### src/design/adrp_pkg.sv
// Shared types and constants for the ASCII decimal record parser.
// No dependencies; imported by the parser top level and its port checker.
package adrp_pkg;

  // Field widths of one received byte and one record
  localparam int unsigned ByteW   = 8;
  localparam int unsigned SourceW = 4;
  localparam int unsigned ValueW  = 32;
  localparam int unsigned CountW  = 16;
  localparam int unsigned IdxW    = 3;
  localparam int unsigned NumVals = 6;  // value_0 .. value_5 on the output
  localparam int unsigned ChanSlots = 4;

  // APB register map
  localparam int unsigned AddrW   = 4;
  localparam int unsigned DataW   = 32;
  localparam logic [1:0] RegSep   = 2'd0;
  localparam logic [1:0] RegEnd   = 2'd1;
  localparam logic [1:0] RegFirst = 2'd2;
  localparam logic [1:0] RegCalib = 2'd3;

  // Character constants and reset values
  localparam logic [ByteW-1:0] CharZero     = 8'd48;
  localparam logic [ByteW-1:0] SepReset     = 8'd44;
  localparam logic [ByteW-1:0] EndReset     = 8'd46;
  localparam logic [ByteW-1:0] FirstReset   = 8'd65;
  localparam logic [ByteW-1:0] CalibReset   = 8'd90;
  localparam logic [IdxW-1:0]  IdxMax       = 3'd7;

  typedef logic signed [ValueW-1:0] value_t;

  // One record as it sits in the output buffer
  typedef struct packed {
    logic [SourceW-1:0]       source;
    value_t [NumVals-1:0]     value;
    logic [CountW-1:0]        count;
  } record_t;

endpackage

### src/design/ascii_decimal_record_parser_unit.sv
// ASCII decimal record parser: header/field/end byte parser with APB setup registers.
// Depends on adrp_pkg; checked by adrp_port_checker (bound in its own file).
//
//  channel | signals                                   | beat
//  --------+-------------------------------------------+---------------------------
//  input   | in_valid_i / in_ready_o, rx_byte_i        | one received byte
//  output  | out_valid_o / out_ready_i, source_o,      | one record
//          | value_0_o..value_5_o, packet_count_o      |
//  config  | psel, penable, pwrite, paddr, pwdata,     | one register write or read
//          | prdata, pready                            |
//
// One byte per cycle while the output buffer has room. A byte is parsed straight out of the
// input register once an output entry is free; its record (if any) is buffered then.
// Records go into a two-entry output buffer; input stalls only while both entries are full
// (the parse step needs one free entry since any byte may be an end byte).
// Reset clears parser state, stored fields, counter and buffer at once; no clearing pass.
module ascii_decimal_record_parser_unit
  import adrp_pkg::*;
#(
  parameter int unsigned NUM_CHANNELS = 8,
  parameter int unsigned CALIB_FIELDS = 6
) (
  input  logic                 clk_i,
  input  logic                 rst_ni,
  // byte input
  input  logic                 in_valid_i,
  output logic                 in_ready_o,
  input  logic [ByteW-1:0]     rx_byte_i,
  // record output
  output logic                 out_valid_o,
  input  logic                 out_ready_i,
  output logic [SourceW-1:0]   source_o,
  output logic signed [ValueW-1:0] value_0_o,
  output logic signed [ValueW-1:0] value_1_o,
  output logic signed [ValueW-1:0] value_2_o,
  output logic signed [ValueW-1:0] value_3_o,
  output logic signed [ValueW-1:0] value_4_o,
  output logic signed [ValueW-1:0] value_5_o,
  output logic [CountW-1:0]    packet_count_o,
  // APB setup port
  input  logic                 psel,
  input  logic                 penable,
  input  logic                 pwrite,
  input  logic [AddrW-1:0]     paddr,
  input  logic [DataW-1:0]     pwdata,
  output logic [DataW-1:0]     prdata,
  output logic                 pready
);

  // Parser states
  localparam logic [1:0] StIdle  = 2'd0;
  localparam logic [1:0] StChan  = 2'd1;
  localparam logic [1:0] StCalib = 2'd2;

  localparam logic [SourceW-1:0] CalibSource = SourceW'(NUM_CHANNELS);

  // ---------------------------------------------------------------------------
  // Setup registers
  logic [ByteW-1:0] sep_q, end_q, first_q, calib_q;
  logic             cfg_wr;
  logic [1:0]       cfg_idx;

  assign pready  = 1'b1;
  assign cfg_idx = paddr[AddrW-1:2];
  assign cfg_wr  = psel & penable & pwrite;

  always_ff @(posedge clk_i or negedge rst_ni) begin
    if (!rst_ni) begin
      sep_q   <= SepReset;
      end_q   <= EndReset;
      first_q <= FirstReset;
      calib_q <= CalibReset;
    end else if (cfg_wr) begin
      unique case (cfg_idx)
        RegSep:   sep_q   <= pwdata[ByteW-1:0];
        RegEnd:   end_q   <= pwdata[ByteW-1:0];
        RegFirst: first_q <= pwdata[ByteW-1:0];
        RegCalib: calib_q <= pwdata[ByteW-1:0];
        default:  ;
      endcase
    end
  end

  // read mux
  always_comb begin
    prdata = '0;
    unique case (cfg_idx)
      RegSep:   prdata[ByteW-1:0] = sep_q;
      RegEnd:   prdata[ByteW-1:0] = end_q;
      RegFirst: prdata[ByteW-1:0] = first_q;
      RegCalib: prdata[ByteW-1:0] = calib_q;
      default:  prdata = '0;
    endcase
  end

  // ---------------------------------------------------------------------------
  // Input register
  logic             s1_valid_q;
  logic [ByteW-1:0] s1_byte_q;
  logic             buf_full;
  logic             adv;

  assign adv        = s1_valid_q & ~buf_full;
  assign in_ready_o = ~s1_valid_q | ~buf_full;

  always_ff @(posedge clk_i or negedge rst_ni) begin
    if (!rst_ni) begin
      s1_valid_q <= 1'b0;
    end else if (in_ready_o) begin
      s1_valid_q <= in_valid_i;
    end
  end

  always_ff @(posedge clk_i) begin
    if (in_valid_i && in_ready_o) begin
      s1_byte_q <= rx_byte_i;
    end
  end

  // ---------------------------------------------------------------------------
  // Parser state
  logic [1:0]         st_q, st_d;
  logic [SourceW-1:0] chan_q, chan_d;
  logic [IdxW-1:0]    idx_q, idx_d;
  logic [ValueW-1:0]  acc_q, acc_d;
  logic [ValueW-1:0]  chv_q [ChanSlots];
  logic [ValueW-1:0]  chv_d [ChanSlots];
  logic [ValueW-1:0]  cal_q [CALIB_FIELDS];
  logic [ValueW-1:0]  cal_d [CALIB_FIELDS];
  logic [CountW-1:0]  cnt_q, cnt_d;
  logic               emit;
  record_t            rec;

  // Header decode while idle: higher channel wins; the state logic gives calibration priority
  logic               hdr_hit;
  logic [SourceW-1:0] hdr_ch;
  always_comb begin
    hdr_hit = 1'b0;
    hdr_ch  = '0;
    for (int k = 0; k < NUM_CHANNELS; k++) begin
      if (s1_byte_q == ByteW'(first_q + ByteW'(k))) begin
        hdr_hit = 1'b1;
        hdr_ch  = SourceW'(k);
      end
    end
  end

  // One accumulate step: acc*10 + (byte - '0'), wrapping
  logic [ValueW-1:0] acc_step;
  logic              own_hdr;
  assign acc_step = (acc_q << 3) + (acc_q << 1)
                  + ({{(ValueW-ByteW){1'b0}}, s1_byte_q} - ValueW'(CharZero));
  assign own_hdr  = (s1_byte_q == ByteW'(first_q + ByteW'(chan_q)));

  // Next-state logic for one byte
  always_comb begin
    logic do_store;
    do_store = 1'b0;
    st_d     = st_q;
    chan_d   = chan_q;
    idx_d    = idx_q;
    acc_d    = acc_q;
    cnt_d    = cnt_q;
    emit     = 1'b0;
    chv_d    = chv_q;
    cal_d    = cal_q;

    unique case (st_q)
      StIdle: begin
        if (s1_byte_q == calib_q) begin
          st_d  = StCalib;
          idx_d = '0;
          acc_d = '0;
        end else if (hdr_hit) begin
          st_d   = StChan;
          chan_d = hdr_ch;
          idx_d  = '0;
          acc_d  = '0;
        end
      end
      StChan, StCalib: begin
        if (s1_byte_q == end_q) begin
          do_store = 1'b1;
          emit     = 1'b1;
          st_d     = StIdle;
          idx_d    = '0;
          acc_d    = '0;
          if (st_q == StChan) begin
            cnt_d = cnt_q + CountW'(1);
          end
        end else if (st_q == StChan && own_hdr) begin
          idx_d = '0;
          acc_d = '0;
        end else if (s1_byte_q == sep_q) begin
          do_store = 1'b1;
          acc_d    = '0;
          if (idx_q < IdxMax) begin
            idx_d = idx_q + IdxW'(1);
          end
        end else begin
          acc_d = acc_step;
        end
      end
      default: st_d = StIdle;
    endcase

    // store the running field into its slot; indexes past the slots are dropped
    if (do_store) begin
      if (st_q == StCalib) begin
        for (int i = 0; i < CALIB_FIELDS; i++) begin
          if (idx_q == IdxW'(i)) cal_d[i] = acc_q;
        end
      end else begin
        for (int i = 0; i < ChanSlots; i++) begin
          if (idx_q == IdxW'(i)) chv_d[i] = acc_q;
        end
      end
    end

    // record built from the slots after this store
    rec.count = cnt_d;
    if (st_q == StCalib) begin
      rec.source = CalibSource;
      for (int i = 0; i < NumVals; i++) begin
        rec.value[i] = '0;
        if (i < CALIB_FIELDS) rec.value[i] = cal_d[i];
      end
    end else begin
      rec.source = chan_q;
      for (int i = 0; i < NumVals; i++) begin
        rec.value[i] = '0;
        if (i < ChanSlots) rec.value[i] = chv_d[i];
      end
    end
  end

  always_ff @(posedge clk_i or negedge rst_ni) begin
    if (!rst_ni) begin
      st_q   <= StIdle;
      chan_q <= '0;
      idx_q  <= '0;
      acc_q  <= '0;
      cnt_q  <= '0;
      for (int i = 0; i < ChanSlots; i++) chv_q[i] <= '0;
      for (int i = 0; i < CALIB_FIELDS; i++) cal_q[i] <= '0;
    end else if (adv) begin
      st_q   <= st_d;
      chan_q <= chan_d;
      idx_q  <= idx_d;
      acc_q  <= acc_d;
      cnt_q  <= cnt_d;
      chv_q  <= chv_d;
      cal_q  <= cal_d;
    end
  end

  // ---------------------------------------------------------------------------
  // Two-entry output buffer
  record_t    obuf_q [2];
  logic       wr_ptr_q, rd_ptr_q;
  logic [1:0] ocnt_q;
  logic       buf_wr, buf_rd;

  assign buf_full    = (ocnt_q == 2'd2);
  assign out_valid_o = (ocnt_q != 2'd0);
  assign buf_wr      = adv & emit;
  assign buf_rd      = out_valid_o & out_ready_i;

  always_ff @(posedge clk_i or negedge rst_ni) begin
    if (!rst_ni) begin
      wr_ptr_q <= 1'b0;
      rd_ptr_q <= 1'b0;
      ocnt_q   <= '0;
    end else begin
      if (buf_wr) wr_ptr_q <= ~wr_ptr_q;
      if (buf_rd) rd_ptr_q <= ~rd_ptr_q;
      ocnt_q <= ocnt_q + {1'b0, buf_wr} - {1'b0, buf_rd};
    end
  end

  always_ff @(posedge clk_i) begin
    if (buf_wr) begin
      obuf_q[wr_ptr_q] <= rec;
    end
  end

  assign source_o       = obuf_q[rd_ptr_q].source;
  assign value_0_o      = obuf_q[rd_ptr_q].value[0];
  assign value_1_o      = obuf_q[rd_ptr_q].value[1];
  assign value_2_o      = obuf_q[rd_ptr_q].value[2];
  assign value_3_o      = obuf_q[rd_ptr_q].value[3];
  assign value_4_o      = obuf_q[rd_ptr_q].value[4];
  assign value_5_o      = obuf_q[rd_ptr_q].value[5];
  assign packet_count_o = obuf_q[rd_ptr_q].count;

endmodule

### config.mk
export PLATFORM = sky130hd
export DESIGN_NAME = ascii_decimal_record_parser_unit
export DESIGN_NICKNAME = d
export VERILOG_FILES = /design/src/design/adrp_pkg.sv /design/src/design/ascii_decimal_record_parser_unit.sv
export SDC_FILE = /design/constraint.sdc
export NUM_CORES = 2
export LEC_CHECK = 0
export BUFFER_PORTS_ARGS = -buffer_cell sky130_fd_sc_hd__buf_2
export CORE_MARGIN = 4
export CORE_UTILIZATION = 40
export CTS_CLUSTER_SIZE = 40
export DETAILED_ROUTE_END_ITERATION = 12
export GPL_TIMING_DRIVEN = 0
export MAX_ROUTING_LAYER = met4
export RECOVER_POWER = 25
export SLEW_MARGIN = 40
export SYNTH_ARGS = -nofsm -noshare
export SYNTH_HDL_FRONTEND = slang
export SYNTH_SLANG_ARGS = --single-unit
### constraint.sdc
create_clock -name clk_i -period 24.1 [get_ports clk_i]
set_input_delay 1.205 -clock clk_i [delete_from_list [all_inputs] [get_ports clk_i]]
set_output_delay 1.205 -clock clk_i [all_outputs]
set_load 0.02 [all_outputs]
==> metrics.cfg <==
[run_status]
status = finished with violations
violations = max-capacitance violations, max-slew violations

[route]
drt_iter0_drc = 1666
postRouteAntennaNets = 0
wl_um = 109000
drc = 0
vias = 25000
detail_route.wl_per_cell_um = 23.4
vias_per_cell = 5.35
dr.pass1.iters = 6

[critical_path]
crit_end = cal_q[167]
reg2reg_slack_ns = 18.90
end_kind = async pin
crit_start = rst_ni
startpoint_type = input port
rr_worst_depth = 16
arrival_ns = 10.66
cp_max_fo = 67
worstPathRequired_ns = 24.28
critPathKind = in -> async
rr_startpoint = s1_byte_q[4]
reg2reg_to = acc_q[24]

[floorplanning]
die_area_um2 = 103000
die_y_um = 322
fp.dieW_um = 322
start_util = 0.405
boundaryPins = 298
rows = 114
core_area_um2 = 97100

[logic_synthesis]
synth.avg_cell_area_um2 = 13.5
synth_flop_cell = edfxtp_1
synth_edf_count = 432
yosysWarnings = 0
synth_top_area_share = 0.330
ys_types = 72
syn_area_um2 = 39300
syn_inst = 2906
postSynth.asyncResetShare = 0.489
synth_seq_cells = 845
synthTopCellsByArea = edfxtp_1 33%, dfrtp_1 25%, mux2_2 15%
yosysSeqAreaShare = 0.593
yosysTopAreaCell = edfxtp_1

[cells_and_area]
nets = 3448
drive_above_1_share = 0.326
synthToLayoutAreaGrowth_pct = 17.3
mostFrequentLayoutCells = 535 x mux2_2, 432 x edfxtp_1, 400 x dfrtp_1, 306 x buf_2, 162 x nand2_1
post-route-util = 0.475
fin_area_um2 = 46100
final_common_cell = mux2_2

[sta]
setup_viol = 0
fin_crit_sh = 0.435
rsz0062_at_grt = false
hold_viol = 0
relSlewSlack = -1.54
max_slew.worst_pin.slew_ns = 3.82
whs_ns = 0.486
fin_crit_ns = 10.48
setup_tns_ns = 0
fin_skew_ns = 0.0233
drv_slew = 426
max_freq_mhz = 95.5

[min_path]
worst_hold_path_type = reg -> reg
min_from = cal_q[39]

[placement]
gp_congestion = 0.904
numPortBuffers = 246
dpl.hpwl_um = 78300
place_area_um2 = 43200

[clock_tree]
path_clk_slew_ns = 0.06
post_cts_buffers = 0
clockRootBuffer = clkbuf_16
clk_path_buf_depth = 3
cts_tree = built
cts_made_buffers = 92
postCtsResizedCells = 0
clk_latency_ns = 0.66
cts.sink_count = 845
cts.htree.levels = 3
ctsHoldBuffers = 0

[power_and_ir_drop]
power-per-cell-area_nw_per_um2 = 104
leakagePower_nw = 20.1
peakVddDrop_uv = 58.0
total_power_w = 0.00478

[run]
maxCapViolations = 7

[grt]
grtUsageTotal = 0.216
grt_pass1_vias = 25000
grt_max_degree = 68
antenna_found_initial = 2
grt_first_pass_wirelength_um = 163000
overflow = 0

registers in the layout, indices dropped and copies added (netlist names), 16 cells and up:
name,count
obuf_q,424
cal_q,192
chv_q,128
acc_q,32
cnt_q,16
critical path, stage by stage:
cell	delay, ns
clkbuf_1	1.98
clkbuf_1	2.66
clkbuf_1	2.62
clkbuf_1	2.03
worst min path at each step:
stage,to,slack (ns),depth (start not counted)
floorplan,chv_q[11],0.46,1
global placement,cal_q[38],0.47,1
detailed placement,cal_q[39],0.48,1
CTS,cal_q[154],0.45,1
global route,chv_q[86],0.51,1
finish,cal_q[39],0.49,1
synth_stat cells (8+ instances only):
library cell,count
o211ai_1,9
o31ai_1,9
nor2_1,150
edfxtp_1,432
ha_1,56
o21ai_0,132
inv_1,37
dfrtp_1,400
a22o_1,28
xnor2_1,76
buf_2,68
fa_1,30
nand2b_1,9
nor3_1,18
nand2_1,162
clkbuf_1,126
dfstp_2,13
nand3_1,93
nand4_1,17
xor2_1,37
o21a_1,9
mux2_2,537
mux2_1,27
a21o_1,15
a21oi_1,131
buf_4,27
mux2i_1,128
mux4_2,8
a31oi_1,10
layout make-up:
type | count | area [um^2]
flip-flops and latches | 845 | 23300
diodes | 3 | 7.51
clock buffers | 130 | 2620
plain buffers | 222 | 1040
multi-input cells | 1825 | 15000
repair buffers | 288 | 1940
inverters | 37 | 139
well taps | 1276 | 1600
clock inverters | 44 | 513
fillers | 8623 | 51000
per-stage QoR:
step	std cells	setup WS (ns)
final	4670	13.62
after global routing	4670	11.50
after CTS	4667	18.91
after detailed placement	4493	18.92
after global placement	4451	6.23
after floorplan	2929	13.19
kinds of logic after synthesis:
group                    Yosys count  share of synthesized area
AND/OR/NAND/NOR                  513                     0.0602
other                              2                   0.000191
multiplexers                     700                      0.199
flip-flops                       845                      0.593
adder cells (fa/ha/maj)           86                     0.0331
XOR/XNOR                         116                     0.0267
AO/OA/AOI/OAI                    385                     0.0586
buffers and inverters            259                     0.0295
routing by layer:
layer,GRT usage,part of all wire,vias up
li1,-,-,11400
met1,0.290,0.45,12800
met2,0.342,0.48,682
met3,0.0328,0.053,144
met4,0.0604,0.026,0
met5,-,0,-
where the power goes:
part           internal [W]  switching [W]  leakage, nW
registers           0.00157      0.0000979         9.86
logic              0.000600        0.00105         8.67
clock network      0.000869       0.000593         1.52
total               0.00304        0.00174         20.1
No activity file was read; power rests on OpenSTA's default activity.
